--- config.mk ---
export PLATFORM = sky130hd
export DESIGN_NAME = bpc_div_pipe
export DESIGN_NICKNAME = d
export VERILOG_FILES = /design/src/hdl/assert_macros.svh /design/src/hdl/bpc_div_pipe.sv
export SDC_FILE = /design/constraint.sdc
export NUM_CORES = 2
export LEC_CHECK = 0
export ABC_CLOCK_PERIOD_IN_PS = 5280
export BUFFER_PORTS_ARGS = -buffer_cell sky130_fd_sc_hd__buf_4
export CORE_MARGIN = 3
export CORE_UTILIZATION = 40
export DETAILED_ROUTE_END_ITERATION = 8
export PLACE_DENSITY = 0.52
export SETUP_SLACK_MARGIN = 0.5
export SLEW_MARGIN = 20
export SYNTH_ARGS = -nofsm -noshare
export SYNTH_HDL_FRONTEND = slang
export SYNTH_SLANG_ARGS = --single-unit
--- constraint.sdc ---
create_clock -name clock -period 5.28 [get_ports clock]
set_clock_uncertainty 0.2 [all_clocks]
set_input_delay 0.528 -clock clock [delete_from_list [all_inputs] [get_ports clock]]
set_output_delay 0.528 -clock clock [all_outputs]
set_load 0.005 [all_outputs]
--- src/hdl/assert_macros.svh ---
// Assertion macros shared by the pressure compensation RTL.
`ifndef ASSERT_MACROS_SVH
`define ASSERT_MACROS_SVH

// Implication check on the rising clock edge, disabled during reset.
`define BPC_ASSERT(name, clk, rst, prop, msg) \
   name: assert property (@(posedge clk) disable iff (rst) prop) else $error(msg);

// Check that holds on every edge, reset included.
`define BPC_ASSERT_ALWAYS(name, clk, prop, msg) \
   name: assert property (@(posedge clk) prop) else $error(msg);

`endif

--- src/hdl/bpc_div_pipe.sv ---
// Pipelined restoring unsigned divider, one quotient bit per stage.
module bpc_div_pipe #(
   parameter int N  = 32,
   parameter int D  = 32,
   parameter int SW = 1
) (
   input  logic          clock,
   input  logic          reset,
   input  logic          en,
   input  logic          in_valid,
   input  logic [N-1:0]  dividend,
   input  logic [D-1:0]  divisor,
   input  logic [SW-1:0] side_in,
   output logic          out_valid,
   output logic [N-1:0]  quotient,
   output logic [SW-1:0] side_out
);

   logic          vld_ff  [1:N];
   logic [N-1:0]  num_ff  [1:N];
   logic [D-1:0]  dvs_ff  [1:N];
   logic [SW-1:0] side_ff [1:N];
   logic [D-1:0]  rem_ff  [1:N-1];

   for (genvar i = 0; i < N; i++) begin : g_stage
      logic          v_c;
      logic [D-1:0]  rem_c;
      logic [N-1:0]  num_c;
      logic [D-1:0]  dvs_c;
      logic [SW-1:0] side_c;
      logic [D:0]    trial;
      logic [D:0]    diff;
      logic          q_bit;

      if (i == 0) begin : g_first
         assign v_c    = in_valid;
         assign rem_c  = '0;
         assign num_c  = dividend;
         assign dvs_c  = divisor;
         assign side_c = side_in;
      end else begin : g_rest
         assign v_c    = vld_ff[i];
         assign rem_c  = rem_ff[i];
         assign num_c  = num_ff[i];
         assign dvs_c  = dvs_ff[i];
         assign side_c = side_ff[i];
      end

      assign trial = {rem_c, num_c[N-1]};
      assign diff  = trial - {1'b0, dvs_c};
      assign q_bit = !diff[D];

      always_ff @(posedge clock) begin
         if (reset) begin
            vld_ff[i+1] <= 1'b0;
         end else if (en) begin
            vld_ff[i+1] <= v_c;
         end
      end

      always_ff @(posedge clock) begin
         if (en) begin
            num_ff[i+1]  <= {num_c[N-2:0], q_bit};
            dvs_ff[i+1]  <= dvs_c;
            side_ff[i+1] <= side_c;
         end
      end

      if (i < N-1) begin : g_rem
         always_ff @(posedge clock) begin
            if (en) begin
               rem_ff[i+1] <= q_bit ? diff[D-1:0] : trial[D-1:0];
            end
         end
      end
   end

   assign out_valid = vld_ff[N];
   assign quotient  = num_ff[N];
   assign side_out  = side_ff[N];

endmodule
==> impl_summary.txt <==
----------------------------------------------------
[Route]
  Number of routed nets with antenna violations ... 0
  Routed via count divided by cell count ... 5.25
  Wire length reported by the detailed router ... 333 mm
  Length of the first detailed-routing pass in iterations ... 6
  Drt initial violations ... ~5.7k
  Final routed wire length divided by cell count ... 18.8 um
  Number of vias in the routed layout ... 92.6k
  Final routed DRC violation total ... 0

[Synth]
  Post-synthesis cell type count ... 94
  Adder and majority gate portion of the synthesized area ... 8.44%
  Share of synthesized cell area in and, or, nand and nor gates ... slightly below 6%
  Async SR Flop Fraction ... 0%
  Mux contribution to synthesized area ... 5.93%
  Largest family of logic cells by synthesized area ... compound AO/OA/AOI/OAI gates
  Synth Area in Compound Gates ... 11.7%
  Warnings from Yosys ... 0
  Number of synthesized register bits ... 3,072
  Avg Cell Area, Syn ... 13.0 sq um
  Gate count after technology mapping ... 11.9k
  Number of flops mapped to enable cells by yosys ... 3,072
  XOR/XNOR share of the synthesized area ... under 10%
  Sequential cell area fraction in the yosys report ... 59.7%
  Cell area after technology mapping ... 154,000 sq um
  Post-synth top flop ... sky130_fd_sc_hd__edfxtp_1

[GRT]
  First-pass GRT wire length ... 526 mm
  Aggregate global-route resource usage ... between 15 and 20%
  Pin count of the biggest net entering global routing ... 172
  Via count of the first global-routing pass ... 95.6k
  Total global routing overflow ... 0
  Number of antenna violations at the first check in global routing ... 7

[Floorplanning]
  Number of top-level pins ... just over 100
  Die extent in y ... 627 um
  Initial core utilization ... 40.3%
  Core region area ... about 380,000 sq um
  Die Area ... 393,000 sq um
  Floorplan row count ... 227
  X dimension of the die ... 627 um

[Placed design]
  Buffers on Ports ... 102
  Cell area after placement ... 162,000 sq um
  Routability congestion estimate ... roughly 0.9
  Dpl hpwl ... between 200 and 250 mm
  Setup slack after placement ... 477 ps

[Worst setup path]
  Endpoint type of the worst setup path ... register
  Start-to-end type of the worst setup path ... register to register
  Critical-path maximum fanout ... 33
  Kind of launch point of the worst setup path ... register
  Number of cell instances on the worst register-to-register path ... 14
  R2r endpoint ... rem_ff[0][208]$_DFFE_PP_
  Source of the worst register-to-register timing path ... dvs_ff[0][160]$_DFFE_PP_
  Critical path arrival ... 5050 ps
  Data required time at the worst endpoint ... between 5000 and 6000 ps
  Internal reg-to-reg setup slack ... 700 ps

[Min path]
  Hold path endpoint ... dvs_ff[0][62]$_DFFE_PP_
  Tightest Hold Check Type ... input pin to register
  Worst hold start ... divisor[30]
  Hold Path Stages ... 2

[Pwr]
  Peak supply drop ... around 770 uV
  Static leakage ... 0.0700 uW
  Cell Pwr Density ... 644 nW/um^2

[Run status]
  Status ... completed

[CTS]
  Reg clk slew, reported paths ... 60 ps
  CTS sink count ... around 3k
  TritonCTS clock tree ... done
  Worst-skew pair later-pin latency ... 930 ps
  Cts bufs inserted ... 353
  CTS Root Buffer Type ... sky130_fd_sc_hd__clkbuf_16
  Number of buffers on the longest clock path ... 4
  Htree depth ... 5

[Timing]
  Upper clock frequency limit ... 0.218 GHz
  Accumulated negative setup slack ... 0 ps
  Final worst path period share ... 86.8%
  Smallest setup slack after layout ... about 700 ps
  Number of hold violations in the final report ... 0
  Worst slew margin relative to its limit ... 15.1%
  Unrepaired setup endpoints after global routing ... false
  Final critical-path required period ... 4580 ps
  Final Max Tran Viols ... 0
  Transition time at the pin with the least slew margin ... 1270 ps
  Final setup vio count ... 0
  Hold slack final ... 116 ps

[Job]
  Total of max-cap violations ... 0

[Finish]
  Final net count ... 13.4k
  Fin area ... 175,000 sq um
  Area overhead of the layout relative to synthesis ... 13.3%
  Fill cell count ... 33.9k
  Proportion of layout cells with a drive suffix above 1 ... 12.7%

----------------------------------------------------
[stage by stage]
step                      power, uW  util, %  cells
after floorplan               75400        -  11900
after global placement        87600     42.3  16900
after detailed placement      88500     42.3  16900
after CTS                    114000     45.6  17600
after global routing         121000     45.6  17700
final                        113000     45.6  17700
[logic make-up (layout without fill, tap and decap cells)]
logic type,after synthesis,after routing
adders and majority gates,1023,1023
and+or+nand+nor,1853,1853
other,1,17
AOI/OAI and AO/OA,2794,2794
DFF,3072,3072
xor gates and xnor gates,832,832
muxes,811,811
buffers and inverters,1464,2213
[worst max-delay path by stage]
stage | cells past startpoint | end | from
finish | 14 | rem_ff[0][208]$_DFFE_PP_ | dvs_ff[0][160]$_DFFE_PP_
global route | 19 | rem_ff[1][275]$_DFFE_PP_ | num_ff[0][767]$_DFFE_PP_
CTS | 15 | rem_ff[1][418]$_DFFE_PP_ | num_ff[0][927]$_DFFE_PP_
detailed placement | 17 | rem_ff[1][235]$_DFFE_PP_ | num_ff[0][735]$_DFFE_PP_
global placement | 15 | rem_ff[1][419]$_DFFE_PP_ | num_ff[0][927]$_DFFE_PP_
floorplan | 14 | rem_ff[0][217]$_DFFE_PP_ | dvs_ff[0][160]$_DFFE_PP_
[routing by layer]
| layer | routed length [um] | part of all wire, % | global-route usage, % |
|---|---|---|---|
| met1 | 135000 | 41 | 19.4 |
| met2 | 173000 | 52 | 30.7 |
| met5 | 23 | 0.0069 | 0 |
| met3 | 10200 | 3.1 | 1.96 |
| met4 | 14300 | 4.3 | 6.90 |
[placed cells by master (no fill, tap or decap), types with 101 or more instances in the layout]
cell type                       Yosys  final
sky130_fd_sc_hd__edfxtp_1        3072   3072
sky130_fd_sc_hd__inv_1           1230   1230
sky130_fd_sc_hd__ha_1             993    993
sky130_fd_sc_hd__a21oi_1          808    804
sky130_fd_sc_hd__mux2_2           717    717
sky130_fd_sc_hd__o21ai_0          555    554
sky130_fd_sc_hd__xnor2_1          565    550
sky130_fd_sc_hd__a21o_1           538    538
sky130_fd_sc_hd__nand2_1          525    525
sky130_fd_sc_hd__nor2_1           431    430
sky130_fd_sc_hd__clkbuf_16          0    355
sky130_fd_sc_hd__xor2_1           266    257
sky130_fd_sc_hd__buf_4              3    191
sky130_fd_sc_hd__o21a_1           177    177
sky130_fd_sc_hd__nand3_1          175    175
sky130_fd_sc_hd__nor2b_1          144    144
sky130_fd_sc_hd__nand2b_1         125    125
sky130_fd_sc_hd__dlygate4sd3_1      0    101
[sequential cells by signal, indices dropped and copies added (netlist names)]
signal and flops:
dvs_ff 992, rem_ff 992, side_ff 32, num_ff 1024
vld_ff 32
[cell usage after synthesis (177+ instances only)]
| cell type | number | area, sq um |
|---|---|---|
| sky130_fd_sc_hd__edfxtp_1 | 3072 | 92200 |
| sky130_fd_sc_hd__inv_1 | 1230 | 4620 |
| sky130_fd_sc_hd__ha_1 | 993 | 12400 |
| sky130_fd_sc_hd__a21oi_1 | 808 | 4040 |
| sky130_fd_sc_hd__mux2_2 | 717 | 8070 |
| sky130_fd_sc_hd__xnor2_1 | 565 | 4950 |
| sky130_fd_sc_hd__o21ai_0 | 555 | 2780 |
| sky130_fd_sc_hd__a21o_1 | 538 | 4040 |
| sky130_fd_sc_hd__nand2_1 | 525 | 1970 |
| sky130_fd_sc_hd__nor2_1 | 431 | 1620 |
| sky130_fd_sc_hd__xor2_1 | 266 | 2330 |
| sky130_fd_sc_hd__o21a_1 | 177 | 1330 |
[final cells by class]
| cell class | instances | area [sq um] | area share (%) |
|---|---|---|---|
| clock inverters | 227 | 2390 | 1.37 |
| well taps | 5038 | 6300 | 3.60 |
| multi-input cells | 7328 | 57000 | 32.6 |
| repair buffers | 333 | 3260 | 1.87 |
| inverters | 1230 | 4620 | 2.64 |
| diodes | 2 | 5.00 | 0.00286 |
| clock buffers | 423 | 9140 | 5.22 |
| flip-flops and latches | 3072 | 92200 | 52.7 |
[worst max-delay path, stage by stage, from the launching register on]
cell                       delay [ps]
sky130_fd_sc_hd__edfxtp_1         390
sky130_fd_sc_hd__ha_1             230
sky130_fd_sc_hd__fa_1             400
sky130_fd_sc_hd__nor2b_1          140
sky130_fd_sc_hd__o21ai_0          150
sky130_fd_sc_hd__a21boi_2         230
sky130_fd_sc_hd__o311ai_1         190
sky130_fd_sc_hd__a21boi_1         270
sky130_fd_sc_hd__a21oi_1          170
sky130_fd_sc_hd__o41a_1           570
sky130_fd_sc_hd__o21a_1           230
sky130_fd_sc_hd__nor3_2           310
sky130_fd_sc_hd__xor2_4           190
sky130_fd_sc_hd__buf_12           220
sky130_fd_sc_hd__mux2_2           370
[power by group]
part | total, uW | internal (uW) | switching [uW]
clock network | 24300 | 14000 | 10200
registers | 39100 | 35500 | 3660
logic | 49300 | 23600 | 25700
[timing repair]
item                                   CTS  global route
gates cloned                             0             0
resized for setup                        2            20
buffers inserted                         0             4
hold buffers                           101             0
pin swaps                                0             2
endpoints found under the hold margin  126             0
setup endpoints to repair               42           283
(Power assumes the default switching activity.)
